## config.mk

```make
export PLATFORM = sky130hd
export DESIGN_NAME = tcw_ctrl
export DESIGN_NICKNAME = d
export VERILOG_FILES = /design/src/rtl/tcw_pkg.sv /design/src/rtl/tcw_ctrl.sv
export SDC_FILE = /design/constraint.sdc
export NUM_CORES = 1
export LEC_CHECK = 0
export BUFFER_PORTS_ARGS = -buffer_cell sky130_fd_sc_hd__buf_2
export CORE_AREA = 2 2 39 41
export DETAILED_ROUTE_END_ITERATION = 6
export DIE_AREA = 0 0 41 43
export GPL_TIMING_DRIVEN = 0
export HOLD_SLACK_MARGIN = 0.1
export PLACE_DENSITY = 0.9
export SETUP_SLACK_MARGIN = 0.4
export SYNTH_ARGS = -nofsm -noshare
export SYNTH_HDL_FRONTEND = slang
export SYNTH_SLANG_ARGS = --single-unit
```

## constraint.sdc

```tcl
create_clock -name i_clk -period 3.4 [get_ports i_clk]
set_input_delay 0.34 -clock i_clk [delete_from_list [all_inputs] [get_ports i_clk]]
set_output_delay 0.34 -clock i_clk [all_outputs]
set_load 0.03 [all_outputs]
```

## src/rtl/tcw_pkg.sv

```systemverilog
// Shared types, codes and constants of the text console writer.
`default_nettype none

package tcw_pkg;

    // default screen geometry
    localparam int COLUMNS_DEFAULT = 80;
    localparam int ROWS_DEFAULT    = 25;

    // fixed payload widths
    localparam int ACTION_W = 2;
    localparam int BYTE_W   = 8;
    localparam int ADDR_W   = 11;
    localparam int CROW_W   = 5;
    localparam int CCOL_W   = 7;
    localparam int CELL_DW  = 2 * BYTE_W;

    localparam logic [BYTE_W-1:0] NEWLINE_CHAR = 8'd10;
    localparam logic [BYTE_W-1:0] SPACE_CHAR   = 8'd32;

    typedef enum logic [ACTION_W-1:0] {
        ACT_PUT   = 2'd0,
        ACT_CLEAR = 2'd1,
        ACT_READ  = 2'd2
    } t_action;

    // write data source of the screen store
    typedef enum logic [1:0] {
        WSEL_ZERO  = 2'd0,
        WSEL_CHAR  = 2'd1,
        WSEL_COPY  = 2'd2,
        WSEL_BLANK = 2'd3
    } t_wsel;

    typedef enum logic [2:0] {
        CUR_HOLD     = 3'd0,
        CUR_ADV      = 3'd1,
        CUR_NEWLINE  = 3'd2,
        CUR_LAST_ROW = 3'd3,
        CUR_HOME     = 3'd4
    } t_cur_op;

    typedef struct packed {
        logic [ACTION_W-1:0] action;
        logic [BYTE_W-1:0]   character;
        logic [BYTE_W-1:0]   color;
        logic [ADDR_W-1:0]   cell_address;
    } t_item;

    typedef struct packed {
        logic [CROW_W-1:0] cursor_row;
        logic [CCOL_W-1:0] cursor_col;
        logic [BYTE_W-1:0] cell_char;
        logic [BYTE_W-1:0] cell_color;
    } t_result;

    // controller -> datapath
    typedef struct packed {
        logic    capture;
        logic    mem_we;
        t_wsel   wsel;
        logic    waddr_ptr;   // 1: sweep pointer, 0: cursor cell
        logic    mem_re;
        logic    raddr_ptr;   // 1: pointer plus one row, 0: item address
        logic    ptr_clr;
        logic    ptr_inc;
        t_cur_op cur_op;
        logic    out_load;
        logic    out_cell;    // 1: result carries the read cell
    } t_cmd;

    // datapath -> controller
    typedef struct packed {
        logic [ACTION_W-1:0] action;
        logic                is_newline;
        logic                at_row_end;
        logic                at_last_row;
        logic                ptr_copy_end;
        logic                ptr_end;
        logic                addr_ok;
        logic                out_free;
    } t_status;

endpackage

`default_nettype wire

```

## src/rtl/tcw_ctrl.sv

```systemverilog
// Controller: sequences puts, reads, scroll and clear sweeps and the reset clearing pass.
`default_nettype none

module tcw_ctrl (
    input  wire                 i_clk,
    input  wire                 i_rst_n,
    input  wire                 i_req_valid,
    output logic                o_req_ready,
    input  wire  tcw_pkg::t_status i_sts,
    output tcw_pkg::t_cmd       o_cmd
);

    typedef enum logic [3:0] {
        S_INIT,
        S_IDLE,
        S_EXEC,
        S_READ_WAIT,
        S_SCROLL_RD,
        S_SCROLL_WR,
        S_ZERO_ROW,
        S_CLEAR,
        S_DONE
    } t_state;

    t_state r_state, n_state;
    logic   r_ready;
    logic   r_cell, n_cell;

    always_comb begin
        n_state         = r_state;
        n_cell          = r_cell;
        o_cmd           = '0;
        o_cmd.wsel      = tcw_pkg::WSEL_ZERO;
        o_cmd.cur_op    = tcw_pkg::CUR_HOLD;
        case (r_state)
            S_INIT: begin
                o_cmd.mem_we    = 1'b1;
                o_cmd.waddr_ptr = 1'b1;
                o_cmd.ptr_inc   = 1'b1;
                if (i_sts.ptr_end) begin
                    o_cmd.ptr_clr = 1'b1;
                    n_state       = S_IDLE;
                end
            end
            S_IDLE: begin
                if (r_ready && i_req_valid) begin
                    o_cmd.capture = 1'b1;
                    n_state       = S_EXEC;
                end
            end
            S_EXEC: begin
                n_cell = 1'b0;
                case (i_sts.action)
                    tcw_pkg::ACT_PUT: begin
                        if (!i_sts.is_newline) begin
                            o_cmd.mem_we = 1'b1;
                            o_cmd.wsel   = tcw_pkg::WSEL_CHAR;
                        end
                        if (i_sts.at_last_row && (i_sts.is_newline || i_sts.at_row_end)) begin
                            o_cmd.cur_op = tcw_pkg::CUR_LAST_ROW;
                            n_state      = S_SCROLL_RD;
                        end else begin
                            o_cmd.cur_op = i_sts.is_newline ? tcw_pkg::CUR_NEWLINE
                                                            : tcw_pkg::CUR_ADV;
                            o_cmd.out_load = i_sts.out_free;
                            n_state        = i_sts.out_free ? S_IDLE : S_DONE;
                        end
                    end
                    tcw_pkg::ACT_CLEAR: begin
                        o_cmd.cur_op = tcw_pkg::CUR_HOME;
                        n_state      = S_CLEAR;
                    end
                    tcw_pkg::ACT_READ: begin
                        if (i_sts.addr_ok) begin
                            o_cmd.mem_re = 1'b1;
                            n_state      = S_READ_WAIT;
                        end else begin
                            o_cmd.out_load = i_sts.out_free;
                            n_state        = i_sts.out_free ? S_IDLE : S_DONE;
                        end
                    end
                    default: begin
                        o_cmd.out_load = i_sts.out_free;
                        n_state        = i_sts.out_free ? S_IDLE : S_DONE;
                    end
                endcase
            end
            S_READ_WAIT: begin
                n_cell         = 1'b1;
                o_cmd.out_load = i_sts.out_free;
                o_cmd.out_cell = 1'b1;
                n_state        = i_sts.out_free ? S_IDLE : S_DONE;
            end
            S_SCROLL_RD: begin
                o_cmd.mem_re    = 1'b1;
                o_cmd.raddr_ptr = 1'b1;
                n_state         = S_SCROLL_WR;
            end
            S_SCROLL_WR: begin
                o_cmd.mem_we    = 1'b1;
                o_cmd.waddr_ptr = 1'b1;
                o_cmd.wsel      = tcw_pkg::WSEL_COPY;
                o_cmd.ptr_inc   = 1'b1;
                n_state         = i_sts.ptr_copy_end ? S_ZERO_ROW : S_SCROLL_RD;
            end
            S_CLEAR: begin
                o_cmd.mem_we    = 1'b1;
                o_cmd.waddr_ptr = 1'b1;
                o_cmd.wsel      = tcw_pkg::WSEL_BLANK;
                o_cmd.ptr_inc   = 1'b1;
                if (i_sts.ptr_copy_end) begin
                    n_state = S_ZERO_ROW;
                end
            end
            S_ZERO_ROW: begin
                o_cmd.mem_we    = 1'b1;
                o_cmd.waddr_ptr = 1'b1;
                o_cmd.ptr_inc   = 1'b1;
                if (i_sts.ptr_end) begin
                    o_cmd.ptr_clr = 1'b1;
                    n_state       = S_DONE;
                end
            end
            S_DONE: begin
                o_cmd.out_cell = r_cell;
                if (i_sts.out_free) begin
                    o_cmd.out_load = 1'b1;
                    n_state        = S_IDLE;
                end
            end
            default: n_state = S_INIT;
        endcase
    end

    always_ff @(posedge i_clk) begin
        if (!i_rst_n) begin
            r_state <= S_INIT;
            r_ready <= 1'b0;
            r_cell  <= 1'b0;
        end else begin
            r_state <= n_state;
            r_ready <= (n_state == S_IDLE);
            r_cell  <= n_cell;
        end
    end

    assign o_req_ready = r_ready;

endmodule

`default_nettype wire

```

== Yosys cells after proc, flatten, opt, wreduce, memory -nomap -nowiden ==
Cells that the tools add are included.
Storage, ports and cells
  register bits after elaboration: 6
  latch bits: 0
  bits in writable memories: 0
  bits in read-only memories: 0
  output and inout port bits: 15
  logic and storage cells: 57
  memories kept: 0
Operators by class
  $add $sub $neg: 0
  multipliers: 0
  divide/modulo/power cells: 0
  $lt $le $gt $ge: 0
  equal/unequal tests: 11
  shift-type cells: 0
  muxes and demuxes: 35
  bitwise gates (word level): 0
  reduce and logical (&&, ||, !) cells: 8
Operator list (number)
  one-hot mux 4 bit (9 select lines): 1
  2-to-1 mux 4 bit: 8
  equality test 4 x 3 -> 1 bit (second input constant): 4
  one-hot mux 4 bit (3 select lines): 1
  2-to-1 mux 1 bit: 11
  2-to-1 mux 3 bit: 3
  equality test 4 x 1 -> 1 bit (second input constant): 2
  equality test 4 x 2 -> 1 bit (second input constant): 2
  one-hot mux 1 bit (2 select lines): 4
  2-to-1 mux 2 bit: 3
  one-hot mux 1 bit (3 select lines): 2
  one-hot mux 2 bit (3 select lines): 1
  one-hot mux 3 bit (2 select lines): 1
  equality test 4 bit (second input constant): 1
  zero test 4 bit: 1
  OR reduction 4 bit: 1
  equality test 2 x 1 -> 1 bit (second input constant): 1
  equality test 2 bit (second input constant): 1
  logical AND 1 bit: 2
  zero test 2 bit: 1
  nonzero test 2 bit: 1
  OR reduction 2 bit: 1
  logical OR 1 bit: 1

== Longest topological paths before layout ==
Gate-level depths: netlist of run 1.
  depth in word-level cells: 6
  depth in mapped cells: 5
  gate-level depth less buffers: 4

== Worst setup path before layout of run 1 ==
OpenSTA, ideal clock, no wires.
  kind: register -> output
  start: register r_state[3]
  end: output o_cmd[1] in the netlist's numbering
  data arrival time: 2.400 ns
  data required time: 3.060 ns
  setup slack: 0.660 ns
  cell stages (with the launch flop): 5
  buffers on the path: 2
  cell sequence: dfxtp_1 -> buf_6 -> clkbuf_1 -> a221oi_1 -> a2111oi_0
RTL lines
  from (decl): RTL line tcw_ctrl.sv:25  | t_state r_state, n_state;
  from (signal assigned): RTL line tcw_ctrl.sv:141  | r_state <= n_state;
  to (decl): RTL line tcw_ctrl.sv:10  | output tcw_pkg::t_cmd o_cmd

==> results of run 1 <==
-- metal layers --
layer	track usage (%)	vias to the layer above
li1	-	385
met1	27.7	352
met2	37.5	43
met3	2.09	0
met4	8.00	0
met5	0	-
-- power by group through the flow --
stage / logic, W / registers [W] / clock network [W]
CTS: 0.0000776 / 0.0000775 / 0.0000662
global placement: 0.0000753 / 0.0000784 / 0
detailed placement: 0.0000773 / 0.0000789 / 0
global route: 0.0000867 / 0.0000780 / 0.0000713
floorplan: 0.0000511 / 0.0000807 / 0
finish: 0.0000780 / 0.0000777 / 0.0000632
-- final cells by class --
cell class	count	area, um^2	share of cell area (%)
buffer	7	40.0	5.04
clock buffer	3	22.5	2.83
inverter	4	15.0	1.89
multi-input combinational	71	447	56.2
sequential	6	120	15.1
tap	16	20.0	2.52
timing repair buffer	26	130	16.4
-- worst max-delay path, stage by stage (launching register included) --
cell,delay (ps)
dfxtp_1,450
or4b_4,540
or3_1,370
o22ai_1,150
buf_2,220
-- registers in the layout, indices dropped and copies added, names as in the netlist --
name         flops
o_req_ready      1
r_cell           1
r_state          4
-- cells by family after synthesis --
family                    share of synthesized area [%]
muxes                                              1.61
and+or+nand+nor                                    38.8
DFF                                                19.3
xor gates and xnor gates                           1.41
buffers and inverters                              8.85
AOI/OAI and AO/OA                                  30.0
-- path summary, 6_finish.rpt --
path	depth (start not counted)	slack (ps)	to	start
min reg2reg	2	520	r_cell	r_cell
max	4	1090	o_cmd[12]	r_state[1]
max reg2reg	3	1760	r_state[2]	r_state[1]
min	2	340	r_cell	i_rst_n
-- placed cells by master (no fill, tap or decap), drive strengths merged, types with 2 or more instances in the layout --
cell type  Yosys  routed
a2111oi        2       2
a211oi         2       2
a21oi          6       6
and4b          2       2
buf            5      31
clkbuf         2       5
dfxtp          6       6
inv            4       4
nand2          9       9
nand2b         3       3
nand3b         2       2
nand4          2       2
nor2           8       8
nor2b          5       5
nor3           2       2
nor3b          3       3
o21ai          5       5
o22ai          3       3
-- through the flow --
step | cells | total power, W
final | 133 | 0.000219
after floorplan | 88 | 0.000132
after global placement | 130 | 0.000154
after detailed placement | 130 | 0.000156
after global routing | 133 | 0.000236
after CTS | 133 | 0.000221
==> results.yml, run 1 <==
setup_path:
  critPathCaptureType: "output pin"
  worst-path-max-fanout: 8
  arrival_ps: 1970
  critical_path_class: "flop to output pin"
  critPathRequiredTime_ps: 3060
  start_kind: "flop"
power:
  powerDensity_nw_per_um2: 275
  intPower_w: 0.000143
  leakage_nw: 0.367
  pwr-share-clk_pct: 28.9
  pwr-share-comb_pct: 35.6
  p_sw_w: 0.0000754
  pwr-share-seq_pct: 35.5
  ir_worst_vdd_mv: 0.240
  netSwitchingFraction_pct: 34.5
detailed_routing:
  num_vias: 780
  drc: 0
  dr.first_iter.drc_count: 19
  routed_wl_um: 1660
  firstDrtPassIters: 4
  top_layer_used: "met3"
  vias_per_cell: 5.86
  wl_met3_um: 155
  wl_per_cell_um: 12.5
  wl_met1_um: 665
  drt.antenna.violating_nets: 0
  dr_wl_met2_um: 837
run_status:
  status: "complete, no violations"
cells_and_area:
  syn2layout_area_growth_pct: 27.8
  fin_util_pct: 57.4
  drive_gt1_share_pct: 30.8
  nets: 131
  num_antenna_cells: 0
  design_area_um2: 795
  n_fill_cell: 139
global_routing:
  grt_antenna_before_repair: 0
  grt_pass1_vias: 671
  grt_max_degree: 11
  overflow: 0
  grt_usage_pct: 22.3
  grt_pass1_wl_um: 2770
floorplanning:
  core_area_um2: 1380
  die_h_um: 43
  die_w_um: 41
  floorplan.initialDensity_pct: 44.9
  die-area_um2: 1760
  row_count: 14
  io_pins: 27
cts:
  cts_hold_buf: 0
  cts_resized: 0
  worstSkewPairLatency_ps: 240
  cts_buffer_depth: 2
  postCtsSetupBuffers: 0
  clk_pin_slew_ps: 40
  cts_buffers: 3
  htreeDepth: 1
  clkSinkCount: 6
  cts_tree: "done"
  root_buffer: "clkbuf_4"
sta:
  drv_slew: 0
  setup_viol: 0
  fmax_mhz: 434
  fin_crit_ps: 2310
  grt_setup_unrepaired: "no"
  hold_viol: 0
  timing.final.crit_share_pct: 67.8
  finClkSkew_ps: 1.14
  slew_headroom_pct: 71.8
  worst_pin_slew_ps: 412
  fin_hold_ws_ps: 336
  finalWorstSetupSlack_ps: 1090
  fin_tns_setup_ps: 0
yosys:
  synth_edf_count: 0
  synthTopCellsByArea: "dfxtp_1 19%, nand2_1 5.4%, nor2b_1 5.0%"
  synth_top_cell_area_share_pct: 19.3
  ys.flop_type: "dfxtp_1"
  synth-async-reset-ratio_pct: 0
  synth_most_common_cell: "nand2_1"
  syn_nets: 100
  synth_top_area_cell: "dfxtp_1"
  yosys_warnings: 0
  postSynthAreaPerCell_um2: 7.07
  synth_area_um2: 622
  ys_seq_area_share_pct: 19.3
  synth_cells: 88
  synth_commonest_cells: "9 x nand2_1, 8 x nor2_1, 6 x a21oi_1, 6 x dfxtp_1"
  yosys.cell_types.count: 39
  synth-seq-cells: 6
worst_hold_path:
  min_path_type: "input port to flop"
placement:
  place.port_buffers: 26
  gp_congestion: 0.913
  dpl_cell_area_um2: 772
  hpwl_um: 1300
  place_ws_ps: 1360
job:
  maxCapViolCount: 0
(Power assumes the default switching activity.)
==> run 2, diff against run 1 <==
--- a/config.mk
+++ b/config.mk
@@ -5,13 +5,14 @@
 export SDC_FILE = /design/constraint.sdc
 export NUM_CORES = 1
 export LEC_CHECK = 0
+export ABC_AREA = 1
 export BUFFER_PORTS_ARGS = -buffer_cell sky130_fd_sc_hd__buf_2
-export CORE_AREA = 2 2 39 41
+export CORE_MARGIN = 2
+export CORE_UTILIZATION = 41
 export DETAILED_ROUTE_END_ITERATION = 6
-export DIE_AREA = 0 0 41 43
 export GPL_TIMING_DRIVEN = 0
 export HOLD_SLACK_MARGIN = 0.1
-export PLACE_DENSITY = 0.9
+export PLACE_DENSITY = 0.85
 export SETUP_SLACK_MARGIN = 0.4
 export SYNTH_ARGS = -nofsm -noshare
 export SYNTH_HDL_FRONTEND = slang
==> constraint.sdc (replaced) <==
create_clock -name i_clk -period 1.9 [get_ports i_clk]
set_input_delay 0.19 -clock i_clk [delete_from_list [all_inputs] [get_ports i_clk]]
set_output_delay 0.19 -clock i_clk [all_outputs]
set_load 0.03 [all_outputs]
==> results.yml, run 2 <==
global_routing:
  grt_antenna_before_repair: 0
  grt_max_degree: 7
  overflow: 0
  grt_pass1_wl_um: 3150
  grt_usage_pct: 22.9
  grt_pass1_vias: 756
power:
  p_sw_w: 0.000158
  pwr-share-clk_pct: 26.8
  netSwitchingFraction_pct: 37.2
  powerDensity_nw_per_um2: 442
  leakage_nw: 0.538
  ir_worst_vdd_mv: 0.518
  pwr-share-seq_pct: 33.5
  intPower_w: 0.000266
  pwr-share-comb_pct: 39.7
floorplanning:
  row_count: 13
  die_h_um: 42.6
  die_w_um: 42.6
  die-area_um2: 1820
  floorplan.initialDensity_pct: 45.3
  io_pins: 27
  core_area_um2: 1350
yosys:
  syn_nets: 122
  postSynthAreaPerCell_um2: 5.56
  synth_top_area_cell: "dfxtp_1"
  synth_top_cell_area_share_pct: 19.6
  synthTopCellsByArea: "dfxtp_1 20%, nand2_1 18%, inv_1 9.8%"
  yosys_warnings: 0
  yosys.cell_types.count: 19
  synth_commonest_cells: "29 x nand2_1, 16 x inv_1, 15 x nor2_1, 8 x a21oi_1"
  synth-async-reset-ratio_pct: 0
  synth_cells: 110
  synth-seq-cells: 6
  synth_most_common_cell: "nand2_1"
  ys.flop_type: "dfxtp_1"
  ys_seq_area_share_pct: 19.6
  synth_area_um2: 612
  synth_edf_count: 0
setup_path:
  critical_path_class: "flop to output pin"
  cp_slowest_cell: "dfxtp_2"
  critPathRequiredTime_ps: 1710
  arrival_ps: 1330
  critPathCaptureType: "output pin"
  crit_path_cell_trace: "inv_2 > nor2_4 > inv_2 > o21ai_2 > o21bai_1 > buf_4"
  crit_family: "flip-flops"
  critical-path-max-stage-delay_ps: 360
  cpMostUsedCell: "inv_2"
  worst-path-max-fanout: 4
  start_kind: "flop"
  critPathBufInv: 3
detailed_routing:
  dr.first_iter.drc_count: 14
  vias_per_cell: 5.25
  routed_wl_um: 2040
  num_vias: 856
  drc: 0
  wl_per_cell_um: 12.5
  drt.antenna.violating_nets: 0
  firstDrtPassIters: 4
cts:
  clkSinkCount: 6
  htreeDepth: 1
  cts_buffers: 3
  cts_buffer_depth: 2
  worstSkewPairLatency_ps: 240
  cts_hold_buf: 0
  cts_tree: "done"
  root_buffer: "clkbuf_4"
  clk_pin_slew_ps: 40
placement:
  hpwl_um: 1320
  dp.cells: 151
  gp_congestion: 0.870
  dpl_cell_area_um2: 764
  place.port_buffers: 26
sta:
  fin_tns_setup_ps: 0
  fin_hold_ws_ps: 185
  fin_crit_ps: 1520
  worst_pin_slew_ps: 338
  hold_viol: 0
  grt_setup_unrepaired: "yes"
  finClkSkew_ps: 4.72
  fmax_mhz: 659
  drv_slew: 0
  setup_viol: 0
  slew_headroom_pct: 77.3
  timing.final.crit_share_pct: 79.9
cells_and_area:
  drive_gt1_share_pct: 49.3
  multi_input_area_um2: 457
  largest_register_ff_count: 4
  design_area_um2: 958
  final_cells: 163
  seqCellArea_um2: 130
  n_fill_cell: 93
  nets: 162
  num_antenna_cells: 0
  final_cell_mix: "26 x nand2_1, 16 x buf_2, 14 x nor2_1"
  syn2layout_area_growth_pct: 56.6
  layout_commonest_cell: "nand2_1"
  max_flop_register: "r_state"
run_status:
  status: "complete, no violations"
worst_hold_path:
  min_path_type: "input port to flop"
job:
  maxCapViolCount: 0
[run 2: changes by cell type after synthesis, sizes merged, moves of 3 or more]
cell and delta:
nand2b -3, nor2 +14, nor3b -3, buf -4, o22ai -3, nand2 +27, inv +14, nor2b -5
nand3 +7
[run 2: path summary, 6_finish.rpt]
check | cells after the start | slack, ps | start | endpoint
max reg2reg | 9 | 520 | r_state[2] | o_req_ready
min reg2reg | 2 | 530 | r_cell | r_cell
max | 6 | 380 | r_state[2] | o_cmd[12]
min | 3 | 180 | i_rst_n | r_state[0]
[run 2: logic make-up after synthesis]
logic type / after synthesis / share of synthesized area [%]
flops: 6 / 19.6
compound gates: 16 / 14.5
buf+inv: 20 / 12.9
simple gates: 68 / 53.0
[run 2: routing by layer]
layer,global-route usage [%],vias up,routed length [um]
met5,0,-,0
met4,12.5,0,46
met3,8.19,4,143
met2,37.9,42,1080
met1,25.0,391,770
li1,-,419,-
[run 2: area by class of cell]
cell class              instances  share of cell area, %
flip-flops and latches          6                   13.6
multi-input cells              84                   47.7
well taps                      15                   1.96
repair buffers                 35                   26.0
inverters                      19                   7.70
plain buffers                   1                  0.783
clock buffers                   3                   2.35
[run 2: repair_timing]
action                                  CTS  global route
endpoints found under the setup margin   11            10
setup buffers                             6             3
gates resized for setup                  22            17
pin swaps                                 6             8
[run 2: stage by stage]
step / setup WS (ps) / total power [W] / utilization (%)
2_1_floorplan: 352 / 0.000242 / -
3_3_place_gp: 531 / 0.000283 / 56.6
3_5_place_dp: 492 / 0.000286 / 56.6
4_1_cts: 334 / 0.000415 / 65.5
5_1_grt: 311 / 0.000452 / 71.0
6_report: 383 / 0.000424 / 71.0
[run 2: power groups by stage]
| stage | Sequential, W | Clock, W | Combinational [W] |
|---|---|---|---|
| 3_3_place_gp | 0.000143 | 0 | 0.000140 |
| 4_1_cts | 0.000142 | 0.000119 | 0.000154 |
| 3_5_place_dp | 0.000143 | 0 | 0.000143 |
| 2_1_floorplan | 0.000148 | 0 | 0.0000941 |
| 5_1_grt | 0.000143 | 0.000129 | 0.000180 |
| 6_report | 0.000142 | 0.000114 | 0.000168 |
[run 2: worst register-to-register path: stages, from the launching register on]
cell and delay, ps:
dfxtp_2 330, nor2_4 200, buf_4 150, nand4_1 100, buf_4 160, buf_4 130, nand3_2 60, nor2_2 40
nand2_1 60, nor2_2 40
==> run 3, diff against run 2 <==
--- a/config.mk
+++ b/config.mk
@@ -5,14 +5,14 @@
 export SDC_FILE = /design/constraint.sdc
 export NUM_CORES = 1
 export LEC_CHECK = 0
-export ABC_AREA = 1
+export ABC_AREA = 0
 export BUFFER_PORTS_ARGS = -buffer_cell sky130_fd_sc_hd__buf_2
 export CORE_MARGIN = 2
-export CORE_UTILIZATION = 41
+export CORE_UTILIZATION = 45
 export DETAILED_ROUTE_END_ITERATION = 6
 export GPL_TIMING_DRIVEN = 0
 export HOLD_SLACK_MARGIN = 0.1
-export PLACE_DENSITY = 0.85
+export PLACE_DENSITY = 0.87
 export SETUP_SLACK_MARGIN = 0.4
 export SYNTH_ARGS = -nofsm -noshare
 export SYNTH_HDL_FRONTEND = slang
==> constraint.sdc (replaced) <==
create_clock -name i_clk -period 1.4 [get_ports i_clk]
set_input_delay 0.14 -clock i_clk [delete_from_list [all_inputs] [get_ports i_clk]]
set_output_delay 0.14 -clock i_clk [all_outputs]
set_load 0.03 [all_outputs]
==> results.yml, run 3 <==
run_status:
  status: "stopped before the end"
  failing_step: "clock tree synthesis (4_1_cts)"
  firstError: "[ERROR DPL-0033] detailed placement checks failed during check placement."
floorplanning:
  floorplan.initialDensity_pct: 47.8
  io_pins: 27
  die_h_um: 41.2
  row_count: 13
  die_w_um: 41.2
cts:
  clkSinkCount: 6
  cts_hold_buf: 0
  htreeDepth: 1
  root_buffer: "clkbuf_4"
  cts_buffer_depth: 2
  cts_buffers: 3
  cts_resized: 50
  postCtsSetupBuffers: 10
yosys:
  synth_top_cell_area_share_pct: 19.3
  syn_nets: 100
  synthTopCellsByArea: "dfxtp_1 19%, nand2_1 5.4%, nor2b_1 5.0%"
  synth_edf_count: 0
  synth_most_common_cell: "nand2_1"
  synth-seq-cells: 6
  ys.flop_type: "dfxtp_1"
  synth_commonest_cells: "9 x nand2_1, 8 x nor2_1, 6 x a21oi_1, 6 x dfxtp_1"
  synth_cells: 88
  yosys_warnings: 0
  synth-async-reset-ratio_pct: 0
  synth_area_um2: 622
  ys_seq_area_share_pct: 19.3
  yosys.cell_types.count: 39
  postSynthAreaPerCell_um2: 7.07
  synth_top_area_cell: "dfxtp_1"
placement:
  place.port_buffers: 26
  hpwl_um: 1480
  dp.cells: 129
  gp_congestion: 0.783
  dpl_cell_area_um2: 968
## run 3: changes by cell type after synthesis, moves of 3 or more
cell      before  now
nor2_4         3    0
nand2_2        7    0
nor2b_1        0    5
nor2_1        15    8
nor2_2         4    0
nor3b_1        0    3
nand2b_1       0    3
nand2_1       29    9
o22ai_1        0    3
nand3_1        7    1
inv_1         16    4
## run 3: kinds of logic after synthesis
logic type,share of synthesized area [%]
flops,19.3
simple gates,38.8
mux,1.61
xor+xnor,1.41
compound gates,30.0
buf+inv,8.85
## run 3: stage by stage
step / utilization, % / hold WS [ps] / setup WS [ps]
2_1_floorplan: - / 268 / -331
3_3_place_gp: 74.4 / 372 / -491
3_5_place_dp: 74.4 / 401 / -503
==> run 4, diff against run 3 <==
--- a/config.mk
+++ b/config.mk
@@ -7,13 +7,11 @@
 export LEC_CHECK = 0
 export ABC_AREA = 0
 export BUFFER_PORTS_ARGS = -buffer_cell sky130_fd_sc_hd__buf_2
-export CORE_MARGIN = 2
-export CORE_UTILIZATION = 45
+export CORE_AREA = 2 2 63 65
 export DETAILED_ROUTE_END_ITERATION = 6
+export DIE_AREA = 0 0 65 67
 export GPL_TIMING_DRIVEN = 0
-export HOLD_SLACK_MARGIN = 0.1
-export PLACE_DENSITY = 0.87
-export SETUP_SLACK_MARGIN = 0.4
+export PLACE_DENSITY_LB_ADDON = 0.15
 export SYNTH_ARGS = -nofsm -noshare
 export SYNTH_HDL_FRONTEND = slang
 export SYNTH_SLANG_ARGS = --single-unit
==> results.yml, run 4 (synthesized netlist as in run 1, its figures left out) <==
run_status:
  status: "finished, violations left"
  violations: "setup timing"
job:
  maxCapViolCount: 0
power:
  pwr-share-clk_pct: 32.2
  netSwitchingFraction_pct: 32.7
  pwr-share-comb_pct: 44.5
  powerDensity_nw_per_um2: 525
  leakage_nw: 0.587
  pwr-share-seq_pct: 23.3
  intPower_w: 0.000535
  p_sw_w: 0.000260
  ir_worst_vdd_mv: 0.218
floorplanning:
  die_h_um: 67
  floorplan.initialDensity_pct: 17.2
  core_area_um2: 3610
  die-area_um2: 4360
  row_count: 22
  io_pins: 27
  die_w_um: 65
worst_hold_path:
  min_path_type: "input port to flop"
cells_and_area:
  num_antenna_cells: 0
  layout_commonest_cell: "buf_6"
  final_cells: 186
  drive_gt1_share_pct: 72.5
  syn2layout_area_growth_pct: 144
  final_cell_mix: "19 x buf_6, 15 x buf_4, 13 x buf_2"
  largest_register_ff_count: 4
  nets: 152
  fin_util_pct: 42.1
  max_flop_register: "r_state"
global_routing:
  grt_pass1_wl_um: 3770
  grt_max_degree: 11
  grt_usage_pct: 11.2
  grt_antenna_before_repair: 0
  overflow: 0
  grt_pass1_vias: 799
sta:
  finalWorstSetupSlack_ps: -545
  fin_crit_ps: 1950
  drv_slew: 0
  finClkSkew_ps: 0.871
  hold_viol: 0
  grt_setup_unrepaired: "yes"
  fin_tns_setup_ps: -4960
  slew_headroom_pct: 70.7
  worst_pin_slew_ps: 440
  timing.final.crit_share_pct: 139
  setup_viol: 19
  fmax_mhz: 514
setup_path:
  arrival_ps: 1810
  start_kind: "flop"
  critPathCaptureType: "output pin"
  worst-path-max-fanout: 5
  critical_path_class: "flop to output pin"
  critical-path-max-stage-delay_ps: 530
  cp_slowest_cell: "or4b_4"
  critPathRequiredTime_ps: 1260
  crit_path_cell_trace: "or4b_4 > or3_4 > o22ai_4 > buf_6"
cts:
  htreeDepth: 1
  clk_pin_slew_ps: 30
  root_buffer: "clkbuf_8"
  cts_buffers: 3
  worstSkewPairLatency_ps: 220
  clkSinkCount: 6
  cts_buffer_depth: 2
  cts_tree: "done"
placement:
  place.port_buffers: 26
  dp.cells: 162
  hpwl_um: 1560
  gp_congestion: 0.768
detailed_routing:
  num_vias: 863
  firstDrtPassIters: 4
  drc: 0
  dr.first_iter.drc_count: 21
  wl_per_cell_um: 14.1
  vias_per_cell: 4.64
  drt.antenna.violating_nets: 0
  routed_wl_um: 2630
## run 4: metal layers
layer	part of all wire [%]	track usage, %
met1	41	13.1
met2	54	20.0
met3	3.1	1.69
met4	1.6	4.79
met5	0	0
## run 4: repair_timing
action | 4_1_cts | 5_1_grt
hold buffers | 0 | 0
pin swaps | 12 | 13
setup endpoints to repair | 20 | 20
setup buffers | 16 | 9
gates resized for setup | 74 | 31
hold endpoints to repair | 0 | 0
## run 4: final cells by class
class / instances / area (um^2)
sequential: 6 / 135
buffer: 6 / 87.6
fill: 323 / 2090
clock buffer: 3 / 41.3
inverter: 4 / 15.0
tap: 48 / 60.1
timing repair buffer: 48 / 434
multi-input combinational: 71 / 743
## run 4: critical path: cells and delay by family (launching register included)
family	cells	cell delay (ps)
simple gates	2	920
flops	1	350
compound gates	1	160
buf+inv	1	150
## run 4: metrics by stage
| stage | power (W) | setup WS (ps) | hold slack, ps | instance area [um^2] |
|---|---|---|---|---|
| 2_1_floorplan | 0.000347 | -332 | 268 | 718 |
| 3_3_place_gp | 0.000414 | -518 | 378 | 908 |
| 3_5_place_dp | 0.000411 | -509 | 398 | 908 |
| 4_1_cts | 0.000736 | -589 | 179 | 1330 |
| 5_1_grt | 0.000837 | -587 | 208 | 1520 |
| 6_report | 0.000796 | -545 | 185 | 1520 |
## run 4: path summary, 6_finish.rpt
| path | from | end | slack (ps) | cells past startpoint |
|---|---|---|---|---|
| worst min register to register | r_cell | r_cell | 560 | 2 |
| worst max-delay path | r_state[0] | o_cmd[12] | -550 | 4 |
| worst min-delay path | i_rst_n | r_cell | 190 | 2 |
| worst max register to register | r_state[0] | o_req_ready | -430 | 5 |
## run 4: power groups by stage
stage	sequential (W)	clock [W]	combinational (W)
2_1_floorplan	0.000196	0	0.000151
3_3_place_gp	0.000191	0	0.000222
3_5_place_dp	0.000191	0	0.000219
4_1_cts	0.000187	0.000260	0.000289
5_1_grt	0.000186	0.000275	0.000376
6_report	0.000185	0.000256	0.000354
